===== config.mk =====
export PLATFORM = sky130hd
export DESIGN_NAME = bip_buffer_region_manager_unit
export DESIGN_NICKNAME = d
export VERILOG_FILES = /design/src/rtl/bbrm_pkg.sv /design/src/rtl/bbrm_core.sv /design/src/rtl/bip_buffer_region_manager_unit.sv
export VERILOG_INCLUDE_DIRS = /design/src /design/src/rtl
export SDC_FILE = /design/constraint.sdc
export NUM_CORES = 1
export LEC_CHECK = 0
export BUFFER_PORTS_ARGS = -buffer_cell sky130_fd_sc_hd__buf_2
export CAP_MARGIN = 20
export CORE_ASPECT_RATIO = 1.25
export CORE_MARGIN = 4
export CORE_UTILIZATION = 56
export DETAILED_ROUTE_END_ITERATION = 10
export PLACE_DENSITY_LB_ADDON = 0.12
export SYNTH_ARGS = -nofsm -noshare
export SYNTH_HDL_FRONTEND = slang
export SYNTH_HIERARCHICAL = 1
export SYNTH_SLANG_ARGS = --single-unit

===== constraint.sdc =====
create_clock -name clk -period 13 [get_ports clk]
set_clock_uncertainty 0.1 [all_clocks]
set_input_delay 1.95 -clock clk [delete_from_list [all_inputs] [get_ports clk]]
set_output_delay 1.95 -clock clk [all_outputs]
set_load 0.02 [all_outputs]

===== src/rtl/bip_buffer_region_manager_unit_macros.svh =====
// ----------------------------------------------------------------------------
// Bip buffer region manager: assertion macros
// Shared concurrent assertion forms, clocked and disabled during reset.
// ----------------------------------------------------------------------------
`ifndef BIP_BUFFER_REGION_MANAGER_UNIT_MACROS_SVH
`define BIP_BUFFER_REGION_MANAGER_UNIT_MACROS_SVH

// same-cycle implication
`define BBRM_ASSERT_NOW(label, clk, rst_n, ante, cons) \
    label: assert property (@(posedge clk) disable iff (!rst_n) (ante) |-> (cons)) \
        else $error("bbrm: same-cycle check failed");

// next-cycle implication
`define BBRM_ASSERT_NEXT(label, clk, rst_n, ante, cons) \
    label: assert property (@(posedge clk) disable iff (!rst_n) (ante) |=> (cons)) \
        else $error("bbrm: next-cycle check failed");

`endif


===== src/rtl/bbrm_pkg.sv =====
// ----------------------------------------------------------------------------
// Bip buffer region manager: package
// Request action codes shared by the top level and the region core.
// ----------------------------------------------------------------------------
package bbrm_pkg;

    localparam int ACTION_W = 2;

    typedef enum logic [ACTION_W-1:0] {
        ACT_CHECK  = 2'd0,
        ACT_COMMIT = 2'd1,
        ACT_REMOVE = 2'd2,
        ACT_CLEAR  = 2'd3
    } action_t;

endpackage


===== src/rtl/bbrm_core.sv =====
// ----------------------------------------------------------------------------
// Bip buffer region manager: region core
// Holds the region pointers, applies one request per step and derives the
// pointer report from the updated state.
// ----------------------------------------------------------------------------
module bbrm_core #(
    parameter int CAPACITY = 4096,
    parameter int CNT_W    = 13,
    parameter int OFS_W    = 12
) (
    input  logic                  clk,
    input  logic                  rst_n,
    input  logic                  step,
    input  bbrm_pkg::action_t     action,
    input  logic [CNT_W-1:0]      length,
    output logic [CNT_W-1:0]      free_space,
    output logic [CNT_W-1:0]      write_offset,
    output logic [OFS_W-1:0]      read_offset,
    output logic [CNT_W-1:0]      contiguous_count,
    output logic [CNT_W-1:0]      stored_count,
    output logic                  overflow_flag,
    output logic                  move_needed,
    output logic [OFS_W-1:0]      move_from,
    output logic [CNT_W-1:0]      move_count
);
    import bbrm_pkg::*;

    localparam int SUM_W = CNT_W + 1;
    localparam logic [SUM_W-1:0] CAP_V = SUM_W'(CAPACITY);

    logic [OFS_W-1:0] pstart_reg, pstart_next;
    logic [CNT_W-1:0] pcount_reg, pcount_next;
    logic             sopen_reg,  sopen_next;
    logic [CNT_W-1:0] scount_reg, scount_next;

    logic [SUM_W-1:0] pend;
    logic [SUM_W-1:0] space_after;
    logic [CNT_W-1:0] room;
    logic [CNT_W-1:0] len_clamped;
    logic [CNT_W-1:0] take_p;
    logic [CNT_W-1:0] rest;
    logic [CNT_W-1:0] take_s;

    logic [SUM_W-1:0] n_pend;
    logic [SUM_W-1:0] n_after;
    logic [CNT_W-1:0] n_gap;
    logic [SUM_W-1:0] n_total;

    // free room of the region being written, on the current state
    always_comb
    begin
        pend        = SUM_W'(pstart_reg) + SUM_W'(pcount_reg);
        space_after = (CAP_V > pend) ? (CAP_V - pend) : '0;
        if (sopen_reg)
        begin
            room = (CNT_W'(pstart_reg) > scount_reg) ?
                   (CNT_W'(pstart_reg) - scount_reg) : '0;
        end
        else
        begin
            room = space_after[CNT_W-1:0];
        end
        len_clamped = (length > room) ? room : length;
        take_p      = (length > pcount_reg) ? pcount_reg : length;
        rest        = length - take_p;
        take_s      = (rest > scount_reg) ? scount_reg : rest;
    end

    always_comb
    begin
        pstart_next   = pstart_reg;
        pcount_next   = pcount_reg;
        sopen_next    = sopen_reg;
        scount_next   = scount_reg;
        overflow_flag = 1'b0;
        move_needed   = 1'b0;
        move_from     = '0;
        move_count    = '0;
        unique case (action)
            ACT_CHECK:
            begin
                // open the wrap region when the gap in front is the larger one
                if (!sopen_reg && (SUM_W'(pstart_reg) > space_after))
                begin
                    sopen_next  = 1'b1;
                    scount_next = '0;
                end
            end
            ACT_COMMIT:
            begin
                overflow_flag = (length > room);
                if (sopen_reg)
                begin
                    scount_next = scount_reg + len_clamped;
                end
                else
                begin
                    pcount_next = pcount_reg + len_clamped;
                end
            end
            ACT_REMOVE:
            begin
                pcount_next = pcount_reg - take_p;
                pstart_next = pstart_reg + OFS_W'(take_p);
                scount_next = scount_reg - take_s;
                if (pcount_next == '0)
                begin
                    if (scount_next != '0)
                    begin
                        // leftover wrap data becomes primary; copy only if its head moved
                        if (take_s != '0)
                        begin
                            move_needed = 1'b1;
                            move_from   = OFS_W'(take_s);
                            move_count  = scount_next;
                        end
                        pstart_next = '0;
                        pcount_next = scount_next;
                        sopen_next  = 1'b0;
                        scount_next = '0;
                    end
                    else
                    begin
                        pstart_next = '0;
                        pcount_next = '0;
                        sopen_next  = 1'b0;
                        scount_next = '0;
                    end
                end
            end
            default:
            begin
                pstart_next = '0;
                pcount_next = '0;
                sopen_next  = 1'b0;
                scount_next = '0;
            end
        endcase
    end

    // report on the updated pointers
    always_comb
    begin
        n_pend  = SUM_W'(pstart_next) + SUM_W'(pcount_next);
        n_after = (CAP_V > n_pend) ? (CAP_V - n_pend) : '0;
        n_gap   = (CNT_W'(pstart_next) > scount_next) ?
                  (CNT_W'(pstart_next) - scount_next) : '0;
        n_total = SUM_W'(pcount_next) + SUM_W'(scount_next);

        free_space       = sopen_next ? n_gap : n_after[CNT_W-1:0];
        write_offset     = sopen_next ? scount_next : n_pend[CNT_W-1:0];
        read_offset      = (pcount_next != '0) ? pstart_next : '0;
        contiguous_count = (pcount_next != '0) ? pcount_next : scount_next;
        stored_count     = n_total[CNT_W-1:0];
    end

    always_ff @(posedge clk or negedge rst_n)
    begin
        if (!rst_n)
        begin
            pstart_reg <= '0;
            pcount_reg <= '0;
            sopen_reg  <= 1'b0;
            scount_reg <= '0;
        end
        else if (step)
        begin
            pstart_reg <= pstart_next;
            pcount_reg <= pcount_next;
            sopen_reg  <= sopen_next;
            scount_reg <= scount_next;
        end
    end

endmodule


===== src/rtl/bip_buffer_region_manager_unit.sv =====
// ----------------------------------------------------------------------------
// Bip buffer region manager unit
// Offset bookkeeping for a two-region byte buffer: free-space check, commit,
// remove with compaction request, and clear.
//
//   channel   dir  tdata fields (low bit first)
//   s_axis    in   action, length
//   m_axis    out  free_space, write_offset, read_offset, contiguous_count,
//                  stored_count, overflow_flag, move_needed, move_from,
//                  move_count
//
// One request per cycle sustained while m_axis takes results; an accepted
// request passes the input register, then the result register.
// The pointer update sits in one combinational step between the two
// registers, so back-to-back requests see each other's state updates.
// Reset clears all pointers and empties both stages; stage data is not reset.
// A stalled m_axis holds the result and lets one more request enter the
// input register before s_axis_tready drops.
// ----------------------------------------------------------------------------
`include "bip_buffer_region_manager_unit_macros.svh"

module bip_buffer_region_manager_unit #(
    parameter int CAPACITY = 4096
) (
    input  logic clk,
    input  logic rst_n,
    input  logic s_axis_tvalid,
    output logic s_axis_tready,
    // action, length
    input  logic [((bbrm_pkg::ACTION_W + $clog2(CAPACITY + 1) + 7) / 8) * 8 - 1:0]
                 s_axis_tdata,
    output logic m_axis_tvalid,
    input  logic m_axis_tready,
    // free_space, write_offset, read_offset, contiguous_count, stored_count,
    // overflow_flag, move_needed, move_from, move_count
    output logic [((5 * $clog2(CAPACITY + 1) + 2 * $clog2(CAPACITY) + 2 + 7) / 8) * 8 - 1:0]
                 m_axis_tdata
);
    import bbrm_pkg::*;

    localparam int CNT_W   = $clog2(CAPACITY + 1);
    localparam int OFS_W   = $clog2(CAPACITY);
    localparam int IN_W    = ACTION_W + CNT_W;
    localparam int IN_TW   = ((IN_W + 7) / 8) * 8;
    localparam int OUT_W   = 5 * CNT_W + 2 * OFS_W + 2;
    localparam int OUT_TW  = ((OUT_W + 7) / 8) * 8;

    logic               in_valid_reg, in_valid_next;
    action_t            in_action_reg, in_action_next;
    logic [CNT_W-1:0]   in_length_reg, in_length_next;
    logic               out_valid_reg, out_valid_next;
    logic [OUT_W-1:0]   out_data_reg, out_data_next;

    logic               advance;
    logic               step;

    logic [CNT_W-1:0]   c_free;
    logic [CNT_W-1:0]   c_wr;
    logic [OFS_W-1:0]   c_rd;
    logic [CNT_W-1:0]   c_contig;
    logic [CNT_W-1:0]   c_stored;
    logic               c_ovf;
    logic               c_mv;
    logic [OFS_W-1:0]   c_mv_from;
    logic [CNT_W-1:0]   c_mv_cnt;

    logic               out_overflow;
    logic               out_move_needed;
    logic [CNT_W-1:0]   out_move_count;
    logic [CNT_W-1:0]   out_contiguous;
    logic [CNT_W-1:0]   out_stored;

    assign advance       = !out_valid_reg || m_axis_tready;
    assign step          = in_valid_reg && advance;
    assign s_axis_tready = !in_valid_reg || advance;

    bbrm_core #(
        .CAPACITY (CAPACITY),
        .CNT_W    (CNT_W),
        .OFS_W    (OFS_W)
    ) u_core (
        .clk              (clk),
        .rst_n            (rst_n),
        .step             (step),
        .action           (in_action_reg),
        .length           (in_length_reg),
        .free_space       (c_free),
        .write_offset     (c_wr),
        .read_offset      (c_rd),
        .contiguous_count (c_contig),
        .stored_count     (c_stored),
        .overflow_flag    (c_ovf),
        .move_needed      (c_mv),
        .move_from        (c_mv_from),
        .move_count       (c_mv_cnt)
    );

    always_comb
    begin
        in_valid_next  = in_valid_reg;
        in_action_next = in_action_reg;
        in_length_next = in_length_reg;
        if (s_axis_tready)
        begin
            in_valid_next = s_axis_tvalid;
            if (s_axis_tvalid)
            begin
                in_action_next = action_t'(s_axis_tdata[ACTION_W-1:0]);
                in_length_next = s_axis_tdata[IN_W-1:ACTION_W];
            end
        end

        out_valid_next = advance ? in_valid_reg : out_valid_reg;
        out_data_next  = step ? {c_mv_cnt, c_mv_from, c_mv, c_ovf, c_stored,
                                 c_contig, c_rd, c_wr, c_free}
                              : out_data_reg;
    end

    always_ff @(posedge clk or negedge rst_n)
    begin
        if (!rst_n)
        begin
            in_valid_reg  <= 1'b0;
            out_valid_reg <= 1'b0;
        end
        else
        begin
            in_valid_reg  <= in_valid_next;
            out_valid_reg <= out_valid_next;
        end
    end

    always_ff @(posedge clk)
    begin
        in_action_reg <= in_action_next;
        in_length_reg <= in_length_next;
        out_data_reg  <= out_data_next;
    end

    assign m_axis_tvalid = out_valid_reg;
    assign m_axis_tdata  = OUT_TW'(out_data_reg);

    assign out_contiguous  = out_data_reg[3*CNT_W+OFS_W-1 -: CNT_W];
    assign out_stored      = out_data_reg[4*CNT_W+OFS_W-1 -: CNT_W];
    assign out_overflow    = out_data_reg[4*CNT_W+OFS_W];
    assign out_move_needed = out_data_reg[4*CNT_W+OFS_W+1];
    assign out_move_count  = out_data_reg[OUT_W-1 -: CNT_W];

    // a compaction request always carries bytes to move
    `BBRM_ASSERT_NOW(a_move_has_count, clk, rst_n, m_axis_tvalid && out_move_needed, out_move_count != '0)
    // clamp flag and compaction come from different actions
    `BBRM_ASSERT_NOW(a_flags_exclusive, clk, rst_n, m_axis_tvalid, !(out_overflow && out_move_needed))
    `BBRM_ASSERT_NOW(a_contig_le_stored, clk, rst_n, m_axis_tvalid, out_contiguous <= out_stored)
    // a request that steps the core shows up as a result next cycle
    `BBRM_ASSERT_NEXT(a_step_loads_result, clk, rst_n, step, m_axis_tvalid)

endmodule

Word level (Yosys, flattened, before mapping)
Cells that the tools add are included.
W data, S select, Z words.
{"block": "totals", "regBits": 147, "inputBits": 20}
{"block": "op_classes", "n_eq_ne": 2, "n_lt_le_gt_ge": 8, "mux": 25, "add_sub_neg": 13, "reduce_logical": 16}
{"cell": "$mux W13", "count": 16}
{"cell": "$pmux W13 S3", "count": 2}
{"cell": "$add A13 B13 Y13", "count": 3}
{"cell": "$gt A13 B13 Y1", "count": 3}
{"cell": "$reduce_bool A13 Y1", "count": 3}
{"cell": "$sub A13 B13 Y13", "count": 3}
{"cell": "$add A12 B13 Y14", "count": 2}
{"cell": "$gt A13 B14 Y1 const A", "count": 2}
{"cell": "$gt A12 B13 Y1", "count": 2}
{"cell": "$sub A12 B13 Y13", "count": 2}
{"cell": "$pmux W12 S2", "count": 1}
{"cell": "$gt A12 B14 Y1", "count": 1}
{"cell": "$mux W14", "count": 1}
{"cell": "$sub A13 B14 Y14 const A", "count": 1}
{"cell": "$logic_not A13 Y1", "count": 1}
{"cell": "$sub A13 B13 Y13 const A", "count": 1}
{"cell": "$add A12 B12 Y12", "count": 1}
{"cell": "$mux W12", "count": 1}
{"cell": "$reduce_and A4 Y1", "count": 1}
{"cell": "$logic_not A1 Y1", "count": 3}
{"cell": "$mux W1", "count": 3}
{"cell": "$pmux W1 S3", "count": 1}
{"cell": "$reduce_and A3 Y1", "count": 1}
{"cell": "$eq A2 B1 Y1 const B", "count": 1}
{"cell": "6 further kinds", "count": 8}

Depth between registers and ports, before layout
{"block": "logic_depth", "word_depth": 14, "mapped_depth": 58, "depth_no_buf": 53}

By module
The synthesis kept the hierarchy.
{"module": "bbrm_core", "area_per_inst_um2": 11113.2, "instances": 1, "cells_each": 1519, "seq_area_each_um2": 975.9}
{"module": "bip_buffer_region_manager_unit", "area_per_inst_um2": 3328.2, "instances": 1, "cells_each": 120, "seq_area_each_um2": 3233.1}

Least setup slack after synthesis
No wires, ideal clock.
{"block": "synth_path", "kind": "register to register", "from": "register u_core.pcount_reg[12]", "to": "register out_data_reg[10], data pin", "setup_ns": 0.262, "required_time_ns": 12.638, "arrival_time_ns": 11.680, "stages_incl_launch_ff": 53, "slack_ns": 0.958, "cell_sequence": "dfrtp_1 > clkbuf_1 > inv_1 > ha_1 > nand2_1 > nor4_1 > o31ai_1 > a32oi_1 > clkbuf_1 > mux2_2 > inv_1 > ha_1 > a21oi_1 > nor2b_1 > nor2_1 > a41oi_1 > o21ai_0 > a21oi_1 > [17 not listed] > nand2b_1 > xnor2_1 > nand2_1 > or4_1 > o21a_1 > a221oi_1 > inv_1 > ha_1 > a211oi_1 > nor2_1 > o21ai_0 > a21boi_0 > nor3_1 > or3b_2 > or2_2 > nor3b_1 > xnor2_1 > o22ai_1"}
{"block": "synth_between", "elab_chain_cells": 14, "word_cells_on_any_way": 42}
{"element": "start, declared", "line_no": "bbrm_core.sv:32", "source": "logic [CNT_W-1:0] pcount_reg, pcount_next;"}
{"element": "start signal, assigned", "line_no": "bbrm_core.sv:169", "source": "pcount_reg <= pcount_next;"}
{"element": "$gt A13 B13 Y1", "line_no": "bbrm_core.sv:64", "source": "take_p = (length > pcount_reg) ? pcount_reg : length;"}
{"element": "$mux W13", "line_no": "bbrm_core.sv:64"}
{"element": "$sub A13 B13 Y13", "line_no": "bbrm_core.sv:65", "source": "rest = length - take_p;"}
{"element": "$gt A13 B13 Y1", "line_no": "bbrm_core.sv:66", "source": "take_s = (rest > scount_reg) ? scount_reg : rest;"}
{"element": "$mux W13", "line_no": "bbrm_core.sv:66"}
{"element": "$sub A13 B13 Y13", "line_no": "bbrm_core.sv:105", "source": "scount_next = scount_reg - take_s;"}
{"element": "$reduce_bool A13 Y1", "line_no": "bbrm_core.sv:108", "source": "if (scount_next != '0)"}
{"element": "$mux W13", "line_no": "bbrm_core.sv:108"}
{"element": "$mux W13", "line_no": "bbrm_core.sv:106", "source": "if (pcount_next == '0)"}
{"element": "$pmux W13 S3 *", "line_no": "bbrm_core.sv:79", "source": "unique case (action)"}
{"element": "net u_core.pcount_next[1]", "line_no": "bbrm_core.sv:32"}
{"element": "$add A12 B13 Y14 *", "line_no": "bbrm_core.sv:144", "source": "n_pend = SUM_W'(pstart_next) + SUM_W'(pcount_next);"}
{"element": "$sub A13 B13 Y13 / $gt A13 B14 Y1 (equally long branches)", "line_no": "bbrm_core.sv:145", "source": "n_after = (CAP_V > n_pend) ? (CAP_V - n_pend) : '0;"}
{"element": "$mux W13 *", "line_no": "bbrm_core.sv:145"}
{"element": "$mux W13 *", "line_no": "bbrm_core.sv:150", "source": "free_space = sopen_next ? n_gap : n_after[CNT_W-1:0];"}
{"element": "net c_free[10]", "line_no": "bip_buffer_region_manager_unit.sv:57", "source": "logic [CNT_W-1:0] c_free;"}
{"element": "end signal, assigned", "line_no": "bip_buffer_region_manager_unit.sv:137", "source": "out_data_reg <= out_data_next;"}
{"element": "end, declared", "line_no": "bip_buffer_region_manager_unit.sv:52", "source": "logic [OUT_W-1:0] out_data_reg, out_data_next;"}
Mark *: on every way through the listed nets, which the timed path passes. The rest lies on a longest branch.
A chain may end at the register's enable or synchronous reset.

Final worst setup path
{"block": "layout_path", "from": "register u_core.pcount_reg[9]", "to": "register out_data_reg[11], data pin"}
The elaborated chain is that of the path after synthesis.

==> flow_metrics.env <==
export IMPL_outcome="completed"
export IMPL_synth_edf_count=106
export IMPL_worstSetupPathType="reg -> reg"
export IMPL_wire_per_inst_um=22.3
export IMPL_fin_nets=2016
export IMPL_syn_area_sq_um=14400
export IMPL_cts_max_level=4
export IMPL_core_sq_um=25300
export IMPL_grt_pass1_wl_mm=72.7
export IMPL_num_fill_cells=2134
export IMPL_synthArstFlopShare_pct=27.9
export IMPL_endpoint_kind="flip-flop"
export IMPL_required_ns=13.03
export IMPL_fin_hold_ws_ns=0.471
export IMPL_clk_insertion_delay_late_ns=0.43
export IMPL_syn_to_final_growth_pct=13.6
export IMPL_die_area_sq_um=28400
export IMPL_cp_arrival_ns=12.29
export IMPL_path_clk_slew_ns=0.07
export IMPL_hold_viol=0
export IMPL_port_buffers=111
export IMPL_pin_count=118
export IMPL_largest_reg_flops=91
export IMPL_gp_congestion=1.02
export IMPL_setup_viol=0
export IMPL_drive_gt1_share_pct=15.3
export IMPL_cts_tree="done"
export IMPL_timing_fmax_mhz=81.6
export IMPL_die_x_um=152
export IMPL_die_y_um=188
export IMPL_n_antenna_cell=0
export IMPL_hold_end="m_axis_tvalid$_DFFE_PN0P_"
export IMPL_drtIter0Drc=1200
export IMPL_ant_nets=0
export IMPL_regToRegSetupSlack_ns=0.74
export IMPL_routed_wl_mm=47.9
export IMPL_holdBufCountCts=0
export IMPL_grt_max_degree=88
export IMPL_yosysWarnings=6
export IMPL_dr_total_vias=13500
export IMPL_hp_class="reg -> reg"
export IMPL_grt_antenna_before_repair=0
export IMPL_rsz0062_at_grt="no"
export IMPL_grt_ovfl_total=0
export IMPL_drc=0
export IMPL_drt_pre_antenna_iters=6
export IMPL_seq_area_frac_synth_pct=29.1
export IMPL_hold_depth=1
export IMPL_synth_ff_type="edfxtp_1"
export IMPL_row_count=65
export IMPL_grtUsageTotal_pct=33.4
export IMPL_grt_pass1_vias=13100
export IMPL_cts_root_buffer="clkbuf_16"
export IMPL_syn_avg_cell_area_sq_um=8.81
export IMPL_finalCritPeriodShare_pct=94.3
export IMPL_crit_top_cell="buf_4"
export IMPL_cp_max_fo=17
export IMPL_synth_cell_types=96
export IMPL_cpPeakStageDelay_ns=0.52
export IMPL_critPathSlowestCell="dfrtp_1"
export IMPL_numCtsBuffers=17
export IMPL_r2r_end="out_data_reg[11]$_DFFE_PP_"
export IMPL_postSynthCellCount=1639
export IMPL_vias_per_cell=6.30
export IMPL_setup_tns_ns=0
export IMPL_ys_seq_elements=147
export IMPL_holdCritStartpoint="in_valid_reg$_DFFE_PN0P_"
export IMPL_min_period_ns=12.26
export IMPL_clkSinkCount=147
export IMPL_clockBufferDepth=2
export IMPL_dp_hpwl_mm=38.5
export IMPL_maxSlewViolCount=0
export IMPL_r2r_start="u_core/pcount_reg[9]$_DFFE_PN0P_"
export IMPL_rr_worst_depth=52
export IMPL_startpoint_type="flip-flop"
export IMPL_relSlewSlack_pct=11.0
export IMPL_maxCapViolCount=0
export IMPL_worstMarginPinSlew_ns=1.33
export IMPL_floorplan_initialDensity_pct=57.1
## cell usage in the layout (no fill, tap or decap), drive strengths merged, types with 6 or more instances in the layout
cell type,n
nor2,184
ha,183
buf,183
a21oi,148
inv,143
edfxtp,106
o21ai,98
nand2,91
xnor2,71
xor2,42
dfrtp,41
a21o,34
nor3,31
nor2b,26
nand2b,25
nand3,25
mux2i,25
o21a,24
a211oi,21
nand4,19
clkbuf,17
o22ai,16
a22oi,16
a21boi,15
and2,14
a221oi,14
a31oi,13
and3,11
mux2,11
fa,11
o31ai,10
nor3b,10
or2,10
o21bai,9
o211ai,8
or3,7
or4,6
## Yosys cell counts (10+ instances only)
cell | n | area [sq um]
ha_1 | 183 | 2290
nor2_1 | 182 | 683
a21oi_1 | 148 | 741
inv_1 | 135 | 507
edfxtp_1 | 106 | 3180
nand2_1 | 91 | 342
o21ai_0 | 82 | 410
xnor2_1 | 71 | 622
xor2_1 | 42 | 368
dfrtp_1 | 41 | 1030
a21o_1 | 34 | 255
nor3_1 | 30 | 150
clkbuf_1 | 26 | 97.6
nor2b_1 | 26 | 163
mux2i_1 | 25 | 250
nand2b_1 | 25 | 156
nand3_1 | 25 | 125
o21a_1 | 24 | 180
a211oi_1 | 19 | 143
nand4_1 | 19 | 119
a22oi_1 | 16 | 120
o22ai_1 | 16 | 100
a221oi_1 | 12 | 105
a31oi_1 | 12 | 75.1
and2_1 | 12 | 75.1
a21boi_0 | 11 | 82.6
and3_1 | 11 | 68.8
fa_1 | 11 | 220
mux2_2 | 11 | 124
nor3b_1 | 10 | 75.1
o31ai_1 | 10 | 75.1
or2_2 | 10 | 62.6
## metal layers
| metal | vias to the layer above | GRT usage, % | share of wire, % |
|---|---|---|---|
| li1 | 6334 | - | - |
| met1 | 6454 | 39.8 | 38 |
| met2 | 608 | 56.7 | 48 |
| met3 | 153 | 3.67 | 6.3 |
| met4 | 0 | 21.0 | 7.5 |
| met5 | - | 0 | 0 |
## worst max-delay path: cells and delay by family (launching register included)
kind	cells	cell delay, ns
AOI/OAI and AO/OA	22	4.72
and+or+nand+nor	12	2.23
adders and majority gates	5	1.74
buffers and inverters	9	1.59
xor gates and xnor gates	3	0.67
DFF	1	0.52
muxes	1	0.36
## stage by stage
stage               std cells  utilization (%)  setup WS (ns)  area, sq um
finish                   2150             64.9          0.745        16400
global route             2150             64.9        0.00825        16400
detailed placement       2117             62.3          0.881        15800
floorplan                1643                -          0.958        14500
global placement         2117             62.3          0.954        15800
CTS                      2149             64.7          0.701        16400
## cells by family (layout without fill, tap and decap cells)
logic type               after synthesis  after routing  share of synthesized area, %
AO/OA/AOI/OAI                        487            487                          22.6
XOR/XNOR                             114            114                          7.01
adder cells (fa/ha/maj)              194            194                          17.4
buffers and inverters                180            352                          4.97
flip-flops                           147            147                          29.1
multiplexers                          36             36                          2.59
other                                  1              5                        0.0260
AND/OR/NAND/NOR                      480            480                          16.3
## area by class of cell
cell class / instances / area [sq um] / area share [%]
inverters: 137 / 514 / 3.13
well taps: 335 / 419 / 2.55
multi-input cells: 1316 / 9560 / 58.3
clock buffers: 17 / 425 / 2.59
clock inverters: 15 / 170 / 1.04
repair buffers: 183 / 1110 / 6.76
flip-flops and latches: 147 / 4210 / 25.6
## timing repair
action	4_1_cts	5_1_grt
buffers inserted	0	0
setup endpoints to repair	0	15
resized for setup	0	4
## worst max-delay path by stage
stage | from | to | slack (ns)
after CTS | u_core/pcount_reg[9]$_DFFE_PN0P_ | out_data_reg[11]$_DFFE_PP_ | 0.70
after global placement | u_core/pcount_reg[9]$_DFFE_PN0P_ | out_data_reg[10]$_DFFE_PP_ | 0.95
final | u_core/pcount_reg[9]$_DFFE_PN0P_ | out_data_reg[11]$_DFFE_PP_ | 0.74
after global routing | u_core/pcount_reg[9]$_DFFE_PN0P_ | out_data_reg[4]$_DFFE_PP_ | 0.008
after detailed placement | u_core/pcount_reg[9]$_DFFE_PN0P_ | out_data_reg[11]$_DFFE_PP_ | 0.88
after floorplan | u_core/pcount_reg[12]$_DFFE_PN0P_ | out_data_reg[10]$_DFFE_PP_ | 0.96
Power is not shown: default switching activity piles up to over one toggle a cycle in this logic, so the estimate is an artifact.
